===== src/rtl/rptw_pkg.sv =====
// ----------------------------------------------------------------------------
// rptw_pkg
// types and constants shared by the page-table walker modules
// ----------------------------------------------------------------------------
package rptw_pkg;

  localparam int unsigned IdxW   = 9;
  localparam int unsigned AddrW  = 52;
  localparam int unsigned VaW    = 48;
  localparam int unsigned DataW  = 64;
  localparam int unsigned CfgIdxW = 3;

  localparam logic [2:0] OP_RESOLVE_ADDR = 3'd0;
  localparam logic [2:0] OP_RESOLVE_PERM = 3'd1;
  localparam logic [2:0] OP_MAP          = 3'd2;
  localparam logic [2:0] OP_UNMAP        = 3'd3;
  localparam logic [2:0] OP_SET_PERM     = 3'd4;
  localparam logic [2:0] OP_REMAP        = 3'd5;

  localparam logic [1:0] ST_OK        = 2'd0;
  localparam logic [1:0] ST_ABSENT    = 2'd1;
  localparam logic [1:0] ST_EXHAUSTED = 2'd2;
  localparam logic [1:0] ST_BADPTR    = 2'd3;

  localparam logic [CfgIdxW-1:0] CFG_ADDR_MASK  = 3'd0;
  localparam logic [CfgIdxW-1:0] CFG_PERM_MASK  = 3'd1;
  localparam logic [CfgIdxW-1:0] CFG_PRESENT    = 3'd2;
  localparam logic [CfgIdxW-1:0] CFG_TABLE_FLAGS = 3'd3;
  localparam logic [CfgIdxW-1:0] CFG_LARGE_FLAG = 3'd4;
  localparam logic [CfgIdxW-1:0] CFG_REGION_BASE = 3'd5;

  typedef struct packed {
    logic [2:0]       operation;
    logic             large_page;
    logic [VaW-1:0]   virtual_address;
    logic [AddrW-1:0] physical_address;
    logic [DataW-1:0] entry_flags;
  } req_t;

  typedef struct packed {
    logic [1:0]       status;
    logic [AddrW-1:0] result_address;
    logic [DataW-1:0] result_permissions;
  } rsp_t;

  typedef struct packed {
    logic [DataW-1:0] address_mask;
    logic [DataW-1:0] permission_mask;
    logic [DataW-1:0] present_bit_mask;
    logic [DataW-1:0] table_entry_flags;
    logic [DataW-1:0] large_page_flag;
    logic [AddrW-1:0] table_region_base;
  } cfg_t;

  // controller to datapath
  typedef struct packed {
    logic       load_req;   // capture request, reset walk frame to root
    logic       clr_en;     // clearing pass write
    logic       rd_en;      // read entry at current level
    logic [1:0] level;      // 0 = top index
    logic       eval;       // evaluate registered entry
    logic       leaf_wr;    // write leaf
    logic       rsp_load;   // load result register
  } cmd_t;

  // datapath to controller
  typedef struct packed {
    logic       clr_done;
    logic       present;
    logic       badptr;
    logic       exhausted;
  } sts_t;

endpackage


===== src/rtl/rptw_ctrl.sv =====
// ----------------------------------------------------------------------------
// rptw_ctrl
// sequencer for clearing, walk, leaf access and result handshake
// ----------------------------------------------------------------------------
module rptw_ctrl import rptw_pkg::*; (
  input  logic clk_i,
  input  logic rst_ni,
  input  logic in_valid_i,
  output logic in_stall_o,
  output logic out_valid_o,
  input  logic out_stall_i,
  input  logic [2:0] op_i,
  input  logic large_i,
  input  sts_t sts_i,
  output cmd_t cmd_o,
  output logic [1:0] status_o
);

  localparam logic [2:0] S_CLEAR = 3'd0;
  localparam logic [2:0] S_IDLE  = 3'd1;
  localparam logic [2:0] S_READ  = 3'd2;
  localparam logic [2:0] S_EVAL  = 3'd3;
  localparam logic [2:0] S_LEAF  = 3'd4;
  localparam logic [2:0] S_DONE  = 3'd5;

  logic [2:0] state_q, state_d;
  logic [1:0] level_q, level_d;
  logic [2:0] op_q, op_d;
  logic       large_q, large_d;
  logic [1:0] st_q, st_d;
  logic       vld_q, vld_d;
  logic [1:0] leaf_lvl;

  assign leaf_lvl = large_q ? 2'd2 : 2'd3;
  assign in_stall_o = (state_q != S_IDLE);
  assign out_valid_o = vld_q;
  assign status_o = st_q;

  always_comb begin
    state_d = state_q;
    level_d = level_q;
    op_d = op_q;
    large_d = large_q;
    st_d = st_q;
    vld_d = vld_q && out_stall_i;
    cmd_o = '0;
    cmd_o.level = level_q;
    unique case (state_q)
      S_CLEAR: begin
        cmd_o.clr_en = 1'b1;
        if (sts_i.clr_done) state_d = S_IDLE;
      end
      S_IDLE: begin
        if (in_valid_i) begin
          cmd_o.load_req = 1'b1;
          op_d = op_i;
          large_d = large_i;
          level_d = 2'd0;
          st_d = ST_OK;
          state_d = (op_i <= OP_REMAP) ? S_READ : S_DONE;
        end
      end
      S_READ: begin
        cmd_o.rd_en = 1'b1;
        state_d = (level_q == leaf_lvl) ? S_LEAF : S_EVAL;
      end
      S_EVAL: begin
        cmd_o.eval = 1'b1;
        level_d = level_q + 2'd1;
        state_d = S_READ;
        if (sts_i.present) begin
          if (sts_i.badptr) begin
            st_d = ST_BADPTR;
            state_d = S_DONE;
          end
        end else if (op_q == OP_MAP) begin
          if (sts_i.exhausted) begin
            st_d = ST_EXHAUSTED;
            state_d = S_DONE;
          end
        end else begin
          st_d = ST_ABSENT;
          state_d = S_DONE;
        end
      end
      S_LEAF: begin
        cmd_o.leaf_wr = (op_q != OP_RESOLVE_ADDR) && (op_q != OP_RESOLVE_PERM);
        state_d = S_DONE;
      end
      S_DONE: begin
        if (!vld_q || !out_stall_i) begin
          cmd_o.rsp_load = 1'b1;
          vld_d = 1'b1;
          state_d = S_IDLE;
        end
      end
      default: state_d = S_IDLE;
    endcase
  end

  always_ff @(posedge clk_i or negedge rst_ni) begin
    if (!rst_ni) begin
      state_q <= S_CLEAR;
      level_q <= '0;
      op_q <= '0;
      large_q <= 1'b0;
      st_q <= ST_OK;
      vld_q <= 1'b0;
    end else begin
      state_q <= state_d;
      level_q <= level_d;
      op_q <= op_d;
      large_q <= large_d;
      st_q <= st_d;
      vld_q <= vld_d;
    end
  end

endmodule


===== config.mk =====
export PLATFORM = sky130hd
export DESIGN_NAME = rptw_ctrl
export DESIGN_NICKNAME = d
export VERILOG_FILES = /design/src/rtl/rptw_pkg.sv /design/src/rtl/rptw_ctrl.sv
export SDC_FILE = /design/constraint.sdc
export NUM_CORES = 1
export LEC_CHECK = 0
export CORE_AREA = 5 5 42 44
export DETAILED_ROUTE_END_ITERATION = 8
export DIE_AREA = 0 0 47 49
export DONT_BUFFER_PORTS = 1
export PLACE_DENSITY = 0.71
export SLEW_MARGIN = 20
export SYNTH_ARGS = -nofsm -noshare
export SYNTH_HDL_FRONTEND = slang
export SYNTH_SLANG_ARGS = --single-unit

===== constraint.sdc =====
create_clock -name clk_i -period 1.44 [get_ports clk_i]
set_input_delay 0.144 -clock clk_i [delete_from_list [all_inputs] [get_ports clk_i]]
set_output_delay 0.144 -clock clk_i [all_outputs]
set_load 0.03 [all_outputs]

==> results of run 1 <==
## power groups by stage
stage / Clock, mW / Combinational (mW) / Sequential, mW
after floorplan: 0 / 0.803 / 0.711
after global placement: 0 / 1.05 / 0.738
after detailed placement: 0 / 1.06 / 0.745
after CTS: 0.273 / 1.23 / 0.745
after global routing: 0.295 / 1.52 / 0.777
final: 0.268 / 1.43 / 0.753
## logic make-up after synthesis
| kind of cell | share of synthesized area [%] |
|---|---|
| AOI/OAI and AO/OA | 18.21 |
| xor gates and xnor gates | 1.226 |
| and+or+nand+nor | 23.82 |
| muxes | 8.407 |
| buffers and inverters | 6.304 |
| DFF | 42.03 |
## routing by layer
metal,up-vias,track usage (%)
met1,316,22.65
li1,305,-
met3,0,4.428
met4,0,6.912
met2,23,27.60
met5,-,0
## area by class of cell
| type | count | area share, % |
|---|---|---|
| multi-input cells | 51 | 40.57 |
| repair buffers | 26 | 23.51 |
| inverters | 4 | 1.671 |
| clock buffers | 4 | 3.461 |
| well taps | 16 | 1.909 |
| flip-flops and latches | 12 | 28.88 |
## final timing paths
kind	to	slack, ps	cells past startpoint
min in group asynchronous	status_o[0]$_DFFE_PN0P_	300	1
max in group asynchronous	state_q[0]$_DFFE_PN0P_	740	1
worst min register to register	op_q[1]$_DFFE_PN0P_	560	1
worst min-delay path	op_q[0]$_DFFE_PN0P_	20	1
worst max register to register	large_q$_DFFE_PN0P_	10	4
worst max-delay path	in_stall_o	-60	3
## cell usage in the layout (no fill, tap or decap), drive strengths merged, types with 2 or more instances in the layout
cell,count
buf,24
dfrtp,12
nand2,10
nor2,6
a21oi,6
mux2,4
o21ai,4
clkbuf,4
inv,4
a21o,3
nand2b,2
dlygate4sd3,2
nor3b,2
nand3b,2
## timing repair
item,in CTS,in global routing
resized for setup,9,13
pin swaps,4,4
endpoints found under the hold margin,12,1
setup endpoints to repair,7,14
hold buffers,1,1
setup buffers,5,5
## sequential cells by signal (all words and copies together), names as in the netlist
register and cells:
status_o 2, large_q 1, level_q 2, op_q 3, out_valid_o 1, state_q 3
## per-stage QoR
step | area (sq um) | power (mW)
floorplan | 725.7 | 1.514
global placement | 828.3 | 1.784
detailed placement | 828.3 | 1.804
CTS | 949.7 | 2.244
global route | 1049 | 2.593
finish | 1049 | 2.449
==> qor.yml, run 1 <==
power_and_ir_drop:
  cellPowerDensity_nw_per_um2: 2336
  swShare_pct: 42.46
  seq_power_share_pct: 30.8
  irDropWorstVdd_mv: 1.330
  p_leak_nw: 0.4875
  internal_power_mw: 1.409
  switching_power_mw: 1.040
  pwr-share-clk_pct: 10.9
  pwr-share-comb_pct: 58.3
status:
  status: "finished, violations left"
  violations: "setup timing"
die:
  dieHeight_um: 49
  initial_core_util_pct: 50.98
  fp.dieW_um: 47
  die_area_sq_um: 2303
  pin_count: 24
  fp.coreArea_sq_um: 1401
  rows: 14
detailed_routing:
  drt_pass1_iterations: 4
  wl_met2_um: 939
  drtIter0Drc: 15
  routed_wl_um: 1866
  vias: 644
  postRouteAntennaNets: 0
  routed-wl-met3_um: 116
  viasPerCell: 5.699
  dr.max_layer_used: "met3"
  drc: 0
  met1Wirelength_um: 810
  routedWlPerCell_um: 16.51
sta:
  slew_headroom_pct: 62.11
  fin_skew_ps: 1.022
  rsz0062_at_grt: "yes"
  fmax_mhz: 664.6
  fin_tns_setup_ps: -118.6
  fin_ws_ps: -64.68
  tightest_slew_ps: 566.5
  finalCritPeriodShare_pct: 104.5
  finalCriticalPeriod_ps: 1505
  final_max_slew_viol_count: 0
  finalSetupViolations: 4
  fin_hold_ws_ps: 16.03
  hold_viol_final: 0
grt:
  grt_max_degree: 13
  grt_pass1_wl_um: 2953
  overflow: 0
  grt_pass1_vias: 625
  track_usage_pct: 17.69
  antenna_found_initial: 0
synth:
  synth_seq_area_share_pct: 42.03
  ys_types: 31
  synth_cells: 70
  ys_ff_latch: 12
  synthArstFlopShare_pct: 100.0
  synth_edf_count: 0
  synth_top_area_cell: "dfrtp_1"
  yosysWarnings: 0
  syn_area_per_cell_sq_um: 10.21
  syn-cell-area_sq_um: 714.4
  yosysMostFrequentCell: "dfrtp_1"
  synthTopCellsByCount: "dfrtp_1, nand2_1, a21oi_1, nor2_1, mux2_4"
  syn_nets: 82
  netlist.area_leader.share_pct: 42.03
  synth_ff_type: "dfrtp_1"
  synth_area_leaders: "dfrtp_1, mux2_4, nand2_1, a21oi_1, a21o_1"
final_layout:
  multi_input_area_sq_um: 425.4
  stdcell_count: 113
  area_growth_pct: 46.76
  drive_gt1_share_pct: 51.55
  post-route-util_pct: 74.82
  fillCellCount: 100
  final_nets: 110
  regArea_sq_um: 302.8
  antenna_cells: 0
clock_tree:
  clock_path_buffers: 2
  htree_levels: 1
  path_clk_slew_ps: 80
  numCtsBuffers: 3
  cts_tree: "done"
  clk_latency_ps: 270
  cts_sinks: 12
  cts_root_buf: "clkbuf_4"
critical_path:
  crit_slowest_cell: "dfrtp_1"
  arrival_ps: 1360
  path_common_cell: "buf_6"
  cp_slowest_stage_delay_ps: 420
  critPathKind: "register to output port"
  critPathMaxFanout: 5
  crit_start: "state_q[2]$_DFFE_PN0P_"
  endpoint_kind: "output port"
  cp-start-kind: "register"
  path_buf_inv: 2
  cp_cell_sequence: "buf_6 -> or3b_4 -> buf_6"
  critical-path-top-delay-family: "flip-flops"
  required_ps: 1300
  rr_startpoint: "state_q[1]$_DFFE_PN0P_"
placement:
  hpwl_um: 1232
  io_buffers: 0
  place_ws_ps: 97.54
  gp_congestion: 0.7175
  dp.cells: 98
worst_hold_path:
  hp-start: "op_i[0]"
  hp-class: "primary input to register"
flow_run:
  drv_cap: 0
(Power assumes the default switching activity.)
==> run 2, diff against run 1 <==
--- a/config.mk
+++ b/config.mk
@@ -5,11 +5,13 @@
 export SDC_FILE = /design/constraint.sdc
 export NUM_CORES = 1
 export LEC_CHECK = 0
+export ABC_AREA = 1
+export CAP_MARGIN = 20
 export CORE_AREA = 5 5 42 44
 export DETAILED_ROUTE_END_ITERATION = 8
 export DIE_AREA = 0 0 47 49
 export DONT_BUFFER_PORTS = 1
-export PLACE_DENSITY = 0.71
+export PLACE_DENSITY = 0.7
 export SLEW_MARGIN = 20
 export SYNTH_ARGS = -nofsm -noshare
 export SYNTH_HDL_FRONTEND = slang
==> run 2 against run 1 <==
Against the previous run: the flow now finishes without violations; highest routed layer is now met4; critical path depth is 2 higher; flip-flop and latch count did not move; total power shrank 6.5%; largest power group unchanged; die area stayed put; combinational power is 9% lower; worst setup slack improved by 84 ps; synthesized cell count is 40% higher; sequential share of layout area rose by 3.5 points; synthesized area shrank 2.3%; critical endpoint is now cmd_o[0]; utilization is 7.8 points lower.
==> qor.yml, run 2 <==
status:
  status: "completed"  # was finished, violations left
critical_path:
  endpoint_kind: "output port"  # unchanged
  cp-start-kind: "register"  # unchanged
  rr_startpoint: "state_q[2]$_DFFE_PN0P_"  # was state_q[1]$_DFFE_PN0P_
  critPathMaxFanout: 6  # was 5
  worst-r2r-setup-slack_ps: 200  # was 10 ps
  r2r_cells: 8  # was 4
  critPathKind: "register to output port"  # unchanged
  arrival_ps: 1280  # was 1360 ps
  worst_r2r_endpoint: "state_q[0]$_DFFE_PN0P_"  # was large_q$_DFFE_PN0P_
  required_ps: 1300  # about the same
detailed_routing:
  drtIter0Drc: 12  # was 15
  viasPerCell: 5.206  # was 5.699
  routed_wl_um: 1739  # was 1866 um
  drc: 0  # unchanged
  vias: 708  # was 644
  drt_pass1_iterations: 4  # unchanged
  routedWlPerCell_um: 12.79  # was 16.51 um
  postRouteAntennaNets: 0  # unchanged
sta:
  rsz0062_at_grt: "yes"  # unchanged
  slew_headroom_pct: 61.76  # was 62.11%
  hold_viol_final: 0  # unchanged
  fin_hold_ws_ps: 5.832  # was 16.03 ps
  finalSetupViolations: 0  # was 4
  final_max_slew_viol_count: 0  # unchanged
  finalCritPeriodShare_pct: 98.69  # was 104.5%
  fin_ws_ps: 18.91  # was -64.68 ps
  fin_skew_ps: 2.696  # was 1.022 ps
  tightest_slew_ps: 571.7  # was 566.5 ps
  fmax_mhz: 703.7  # was 664.6 MHz
  finalCriticalPeriod_ps: 1421  # was 1505 ps
synth:
  syn-cell-area_sq_um: 698.2  # was 714.4 sq um
  syn_area_per_cell_sq_um: 7.124  # was 10.21 sq um
  ys_types: 17  # was 31
  synthTopCellsByCount: "nand2_1, dfrtp_1, inv_1, nor2_1, nand3_1"  # was dfrtp_1, nand2_1, a21oi_1, nor2_1, mux2_4
  synth_ff_type: "dfrtp_1"  # unchanged
  netlist.area_leader.share_pct: 43.01  # was 42.03%
  yosysMostFrequentCell: "nand2_1"  # was dfrtp_1
  synth_top_area_cell: "dfrtp_1"  # unchanged
  ys_ff_latch: 12  # unchanged
  synth_cells: 98  # was 70
  synth_area_leaders: "dfrtp_1, nand2_1, inv_1, nor2_1, nand3_1"  # was dfrtp_1, mux2_4, nand2_1, a21oi_1, a21o_1
  synth_edf_count: 0  # unchanged
  synth_seq_area_share_pct: 43.01  # was 42.03%
  syn_nets: 110  # was 82
  synthArstFlopShare_pct: 100.0  # unchanged
  yosysWarnings: 0  # unchanged
final_layout:
  post-route-util_pct: 67.05  # was 74.82%
  drive_gt1_share_pct: 32.50  # was 51.55%
  fillCellCount: 127  # was 100
  area_growth_pct: 34.59  # was 46.76%
  layout_commonest_cell: "nand2_1"  # was buf_4
  final_nets: 133  # was 110
  top_regs: "op_q: 3 flops, state_q: 3 flops"  # unchanged
  antenna_cells: 0  # unchanged
  layout_common_cells: "nand2_1, buf_4, inv_1, dfrtp_1, nor2_1"  # was buf_4, dfrtp_1, nand2_1, buf_6
clock_tree:
  htree_levels: 1  # unchanged
  cts_sinks: 12  # unchanged
  path_clk_slew_ps: 80  # about the same
  numCtsBuffers: 3  # unchanged
  clock_path_buffers: 2  # unchanged
  cts_tree: "done"  # unchanged
  cts_root_buf: "clkbuf_4"  # unchanged
  clk_latency_ps: 280  # was 270 ps
worst_hold_path:
  hold_path_depth: 2  # was 1
  hold_path_end: "out_valid_o$_DFF_PN0_"  # was op_q[0]$_DFFE_PN0P_
  hp-start: "out_stall_i"  # was op_i[0]
  hp-class: "primary input to register"  # unchanged
grt:
  track_usage_pct: 17.37  # was 17.69%
  grt_max_degree: 13  # unchanged
  grt_pass1_vias: 732  # was 625
  grt_pass1_wl_um: 2932  # was 2953 um
  overflow: 0  # unchanged
  globalRouteMet3Util_pct: 5.535  # was 4.428%
  grt_util_met2_pct: 28.05  # was 27.60%
  met1_usage_pct: 18.89  # was 22.65%
  antenna_found_initial: 0  # unchanged
  busiest_layer: "met2"  # unchanged
power_and_ir_drop:
  irDropWorstVdd_mv: 1.202  # was 1.330 mV
  p_leak_nw: 0.5018  # was 0.4875 nW
  cellPowerDensity_nw_per_um2: 2436  # was 2336 nW/um^2
die:
  initial_core_util_pct: 49.82  # was 50.98%
  dieHeight_um: 49  # unchanged
  die_area_sq_um: 2303  # unchanged
  pin_count: 24  # unchanged
  fp.coreArea_sq_um: 1401  # unchanged
  rows: 14  # unchanged
  fp.dieW_um: 47  # unchanged
placement:
  hpwl_um: 1223  # was 1232 um
  gp_congestion: 0.7988  # was 0.7175
  io_buffers: 0  # unchanged
  place_ws_ps: 191.6  # was 97.54 ps
flow_run:
  drv_cap: 0  # unchanged
==> run 2: cell types whose count changed in the layout (fill, tap and decap cells not counted), moves of 4 or more <==
cell,before,now
nand2_1,9,32
buf_6,9,2
inv_1,2,9
nand3_1,1,6
mux2_4,4,0
==> run 2: timing repair <==
action | in CTS | in global routing
pin swaps | 0 | 1
setup endpoints to repair | 5 | 7
hold endpoints to repair | 16 | 0
buffers inserted | 3 | 2
hold buffers | 5 | 0
gates resized for setup | 4 | 11
==> run 2: per-stage QoR <==
step / std cells / setup TNS [ps] / instance area [sq um] / power, mW
5_1_grt: 136 / -175.5 / 939.7 / 2.457
6_report: 136 / 0 / 939.7 / 2.289
3_5_place_dp: 122 / 0 / 778.2 / 1.805
3_3_place_gp: 122 / 0 / 778.2 / 1.778
2_1_floorplan: 98 / 0 / 698.2 / 1.526
4_1_cts: 134 / -7.720 / 897.1 / 2.190
==> run 2: report_power, final <==
part / switching (mW) / internal (mW)
clock: 0.119 / 0.154
sequential: 0.222 / 0.498
combinational: 0.810 / 0.486
==> run 2: logic make-up (layout without fill, tap and decap cells) <==
logic type,count (synthesis),count (layout),share of synthesized area [%]
DFF,12,12,43.01
buffers and inverters,15,37,8.064
AOI/OAI and AO/OA,12,12,9.319
and+or+nand+nor,59,59,39.61
==> run 2: layout make-up <==
cell class,instances,area [sq um],area share (%)
sequential,12,304.0,32.36
timing repair buffer,18,155.1,16.51
clock buffer,4,36.28,3.862
multi-input combinational,71,360.3,38.35
tap,16,20.02,2.130
inverter,15,63.81,6.791
==> run 2: per-layer routing <==
layer	part of all wire (%)	wire length, um	vias to the layer above
met5	0	0	-
met4	2.8	48	0
met3	7.2	126	7
met2	52	897	25
met1	38	666	329
li1	-	-	347
==> run 2: worst max-delay path by stage <==
stage,startpoint,end
floorplan,state_q[0]$_DFFE_PN0P_,state_q[0]$_DFFE_PN0P_
global placement,state_q[0]$_DFFE_PN0P_,op_q[0]$_DFFE_PN0P_
detailed placement,state_q[0]$_DFFE_PN0P_,op_q[0]$_DFFE_PN0P_
CTS,state_q[0]$_DFFE_PN0P_,cmd_o[5]
global route,state_q[0]$_DFFE_PN0P_,cmd_o[0]
finish,state_q[0]$_DFFE_PN0P_,cmd_o[0]
==> run 2: critical path, cell delays in order, from the launching register on <==
cell and delay (ps):
dfrtp_2 470, inv_2 70, nor2_4 130, nand2_1 80, nor2_1 90, buf_4 160
==> run 3, diff against run 2 <==
--- a/config.mk
+++ b/config.mk
@@ -6,12 +6,12 @@
 export NUM_CORES = 1
 export LEC_CHECK = 0
 export ABC_AREA = 1
+export BUFFER_PORTS_ARGS = -buffer_cell sky130_fd_sc_hd__buf_2
 export CAP_MARGIN = 20
-export CORE_AREA = 5 5 42 44
+export CORE_MARGIN = 5
+export CORE_UTILIZATION = 47
 export DETAILED_ROUTE_END_ITERATION = 8
-export DIE_AREA = 0 0 47 49
-export DONT_BUFFER_PORTS = 1
-export PLACE_DENSITY = 0.7
+export PLACE_DENSITY = 0.78
 export SLEW_MARGIN = 20
 export SYNTH_ARGS = -nofsm -noshare
 export SYNTH_HDL_FRONTEND = slang
==> run 3 against run 2 <==
Against the previous run: critical path depth is 3 lower; sequential power is 10% lower; via count is 1.8% higher; design area is 3.3% higher; final cell count is 9.6% higher; highest routed layer unchanged; non-clock buffer count is 14 higher; total power is 0.76% lower; utilization is 0.27 points lower; count of clock-buffer cells in the layout is 1 lower; register-to-register slack worse by 80 ps.
==> qor.yml, run 3 (same netlist as run 2, synthesis figures left out) <==
placement:
  dpl_cell_area_sq_um: 833.3  # was 778.2 sq um
  gp_congestion: 0.8244  # was 0.7988
  hpwl_um: 1217  # was 1223 um
  io_buffers: 23  # was 0
  dp.cells: 137  # was 122
  place_ws_ps: 165.2  # was 191.6 ps
sta:
  finalSetupViolations: 0  # unchanged
  fin_skew_ps: 4.455  # was 2.696 ps
  finalCritPeriodShare_pct: 98.32  # was 98.69%
  finalCriticalPeriod_ps: 1416  # was 1421 ps
  final_max_slew_viol_count: 0  # unchanged
  fmax_mhz: 706.3  # was 703.7 MHz
  slew_headroom_pct: 81.21  # was 61.76%
  fin_ws_ps: 24.15  # was 18.91 ps
  tightest_slew_ps: 281.8  # was 571.7 ps
  rsz0062_at_grt: "yes"  # unchanged
  hold_viol_final: 0  # unchanged
clock_tree:
  htree_levels: 1  # unchanged
  cts_root_buf: "clkbuf_4"  # unchanged
  clock_path_buffers: 2  # unchanged
  cts_sinks: 12  # unchanged
  cts_tree: "done"  # unchanged
  numCtsBuffers: 3  # unchanged
  path_clk_slew_ps: 80  # about the same
  clk_latency_ps: 260  # was 280 ps
status:
  status: "completed"  # unchanged
detailed_routing:
  drt_pass1_iterations: 4  # unchanged
  postRouteAntennaNets: 0  # unchanged
  viasPerCell: 4.839  # was 5.206
  routed_wl_um: 1605  # was 1739 um
  routedWlPerCell_um: 10.77  # was 12.79 um
  vias: 721  # was 708
  drc: 0  # unchanged
  drtIter0Drc: 13  # was 12
die:
  pin_count: 24  # unchanged
  initial_core_util_pct: 48.02  # was 49.82%
  die_area_sq_um: 2356  # was 2303 sq um
  rows: 14  # unchanged
  dieHeight_um: 48.54  # was 49 um
  fp.dieW_um: 48.54  # was 47 um
  fp.coreArea_sq_um: 1454  # was 1401 sq um
worst_hold_path:
  hold_path_depth: 3  # was 2
  hp-class: "primary input to register"  # unchanged
grt:
  globalRouteMet3Util_pct: 4.294  # was 5.535%
  antenna_found_initial: 0  # unchanged
  grt_pass1_vias: 643  # was 732
  track_usage_pct: 13.90  # was 17.37%
  met1_usage_pct: 17.94  # was 18.89%
  overflow: 0  # unchanged
  grt_pass1_wl_um: 2704  # was 2932 um
  grt_max_degree: 13  # unchanged
  busiest_layer: "met2"  # unchanged
  grt_util_met2_pct: 21.52  # was 28.05%
critical_path:
  critPathKind: "register to output port"  # unchanged
  crit_slowest_cell: "dfrtp_2"  # unchanged
  cp_cell_sequence: "nor3_2 -> buf_2"  # was inv_2 -> nor2_4 -> nand2_1 -> nor2_1 -> buf_4
  cp_slowest_stage_delay_ps: 460  # was 470 ps
  endpoint_kind: "output port"  # unchanged
  critPathMaxFanout: 6  # unchanged
  r2r_cells: 9  # was 8
  required_ps: 1300  # about the same
  arrival_ps: 1270  # was 1280 ps
  cp-start-kind: "register"  # unchanged
final_layout:
  stdcell_count: 149  # was 136
  final_nets: 147  # was 133
  top_regs: "op_q: 3 flops, state_q: 3 flops"  # unchanged
  layout_commonest_cell: "nand2_1"  # unchanged
  antenna_cells: 0  # unchanged
  area_growth_pct: 39.07  # was 34.59%
  drive_gt1_share_pct: 40.60  # was 32.50%
  design_area_sq_um: 970.9  # was 939.7 sq um
  layout_common_cells: "nand2_1, buf_2, buf_4"  # was nand2_1, buf_4, inv_1, dfrtp_1, nor2_1
power_and_ir_drop:
  cellPowerDensity_nw_per_um2: 2340  # was 2436 nW/um^2
  irDropWorstVdd_mv: 1.277  # was 1.202 mV
  p_leak_nw: 0.5570  # was 0.5018 nW
flow_run:
  drv_cap: 0  # unchanged
[run 3: cell count changes in the layout (fill, tap and decap cells not counted), moves of 2 or more]
cell | before | now
nand3_4 | 0 | 2
nand3_2 | 3 | 1
dlygate4sd3_1 | 5 | 1
buf_2 | 0 | 17
[run 3: report_power, final]
group          switching (mW)  total (mW)  internal (mW)
clock network           0.104       0.200         0.0963
registers               0.148       0.647          0.499
logic                   0.876        1.43          0.549
[run 3: final timing paths]
kind                                          from                       to  slack [ps]
max                         state_q[0]$_DFFE_PN0P_                 cmd_o[5]          20
min                                        op_i[1]      op_q[1]$_DFFE_PN0P_          90
max reg2reg                 state_q[0]$_DFFE_PN0P_   state_q[0]$_DFFE_PN0P_         120
min reg2reg                status_o[0]$_DFFE_PN0P_  status_o[0]$_DFFE_PN0P_         470
max in group asynchronous                   rst_ni   state_q[1]$_DFFE_PN0P_         920
min in group asynchronous                   rst_ni      op_q[1]$_DFFE_PN0P_         290
[run 3: metal layers]
layer,part of all wire [%],wire [um],vias to the layer above
li1,-,-,379
met1,47,757,319
met2,45,715,21
met3,7.4,119,2
met4,0.75,12,0
met5,0,0,-
[run 3: stage by stage]
step	setup TNS, ps	hold slack [ps]	power [mW]	util [%]
finish	0	94.29	2.272	66.78
global route	-149.5	104.1	2.464	66.78
CTS	-13.17	92.62	2.106	61.96
detailed placement	0	43.24	1.815	57.32
global placement	0	38.17	1.791	57.32
floorplan	0	-151.6	1.526	-
[run 3: repair_timing]
action                                 CTS  global route
hold buffers                             1             0
setup endpoints to repair                5             8
buffers inserted                         2             6
pin swaps                                0             1
resized for setup                        7            10
endpoints found under the hold margin   12             0
[run 3: layout make-up]
type / count / area, sq um
Clock buffer: 3 / 22.52
Fill cell: 141 / 483.0
Inverter: 15 / 61.31
Multi-Input combinational cell: 71 / 359.1
Sequential cell: 12 / 304.0
Tap cell: 16 / 20.02
Timing Repair Buffer: 32 / 203.9
[run 3: worst max-delay path, delay by kind of cell, from the launching register on]
kind	cells	cell delay, ps
buffers and inverters	1	250
flip-flops	1	460
AND/OR/NAND/NOR	1	300
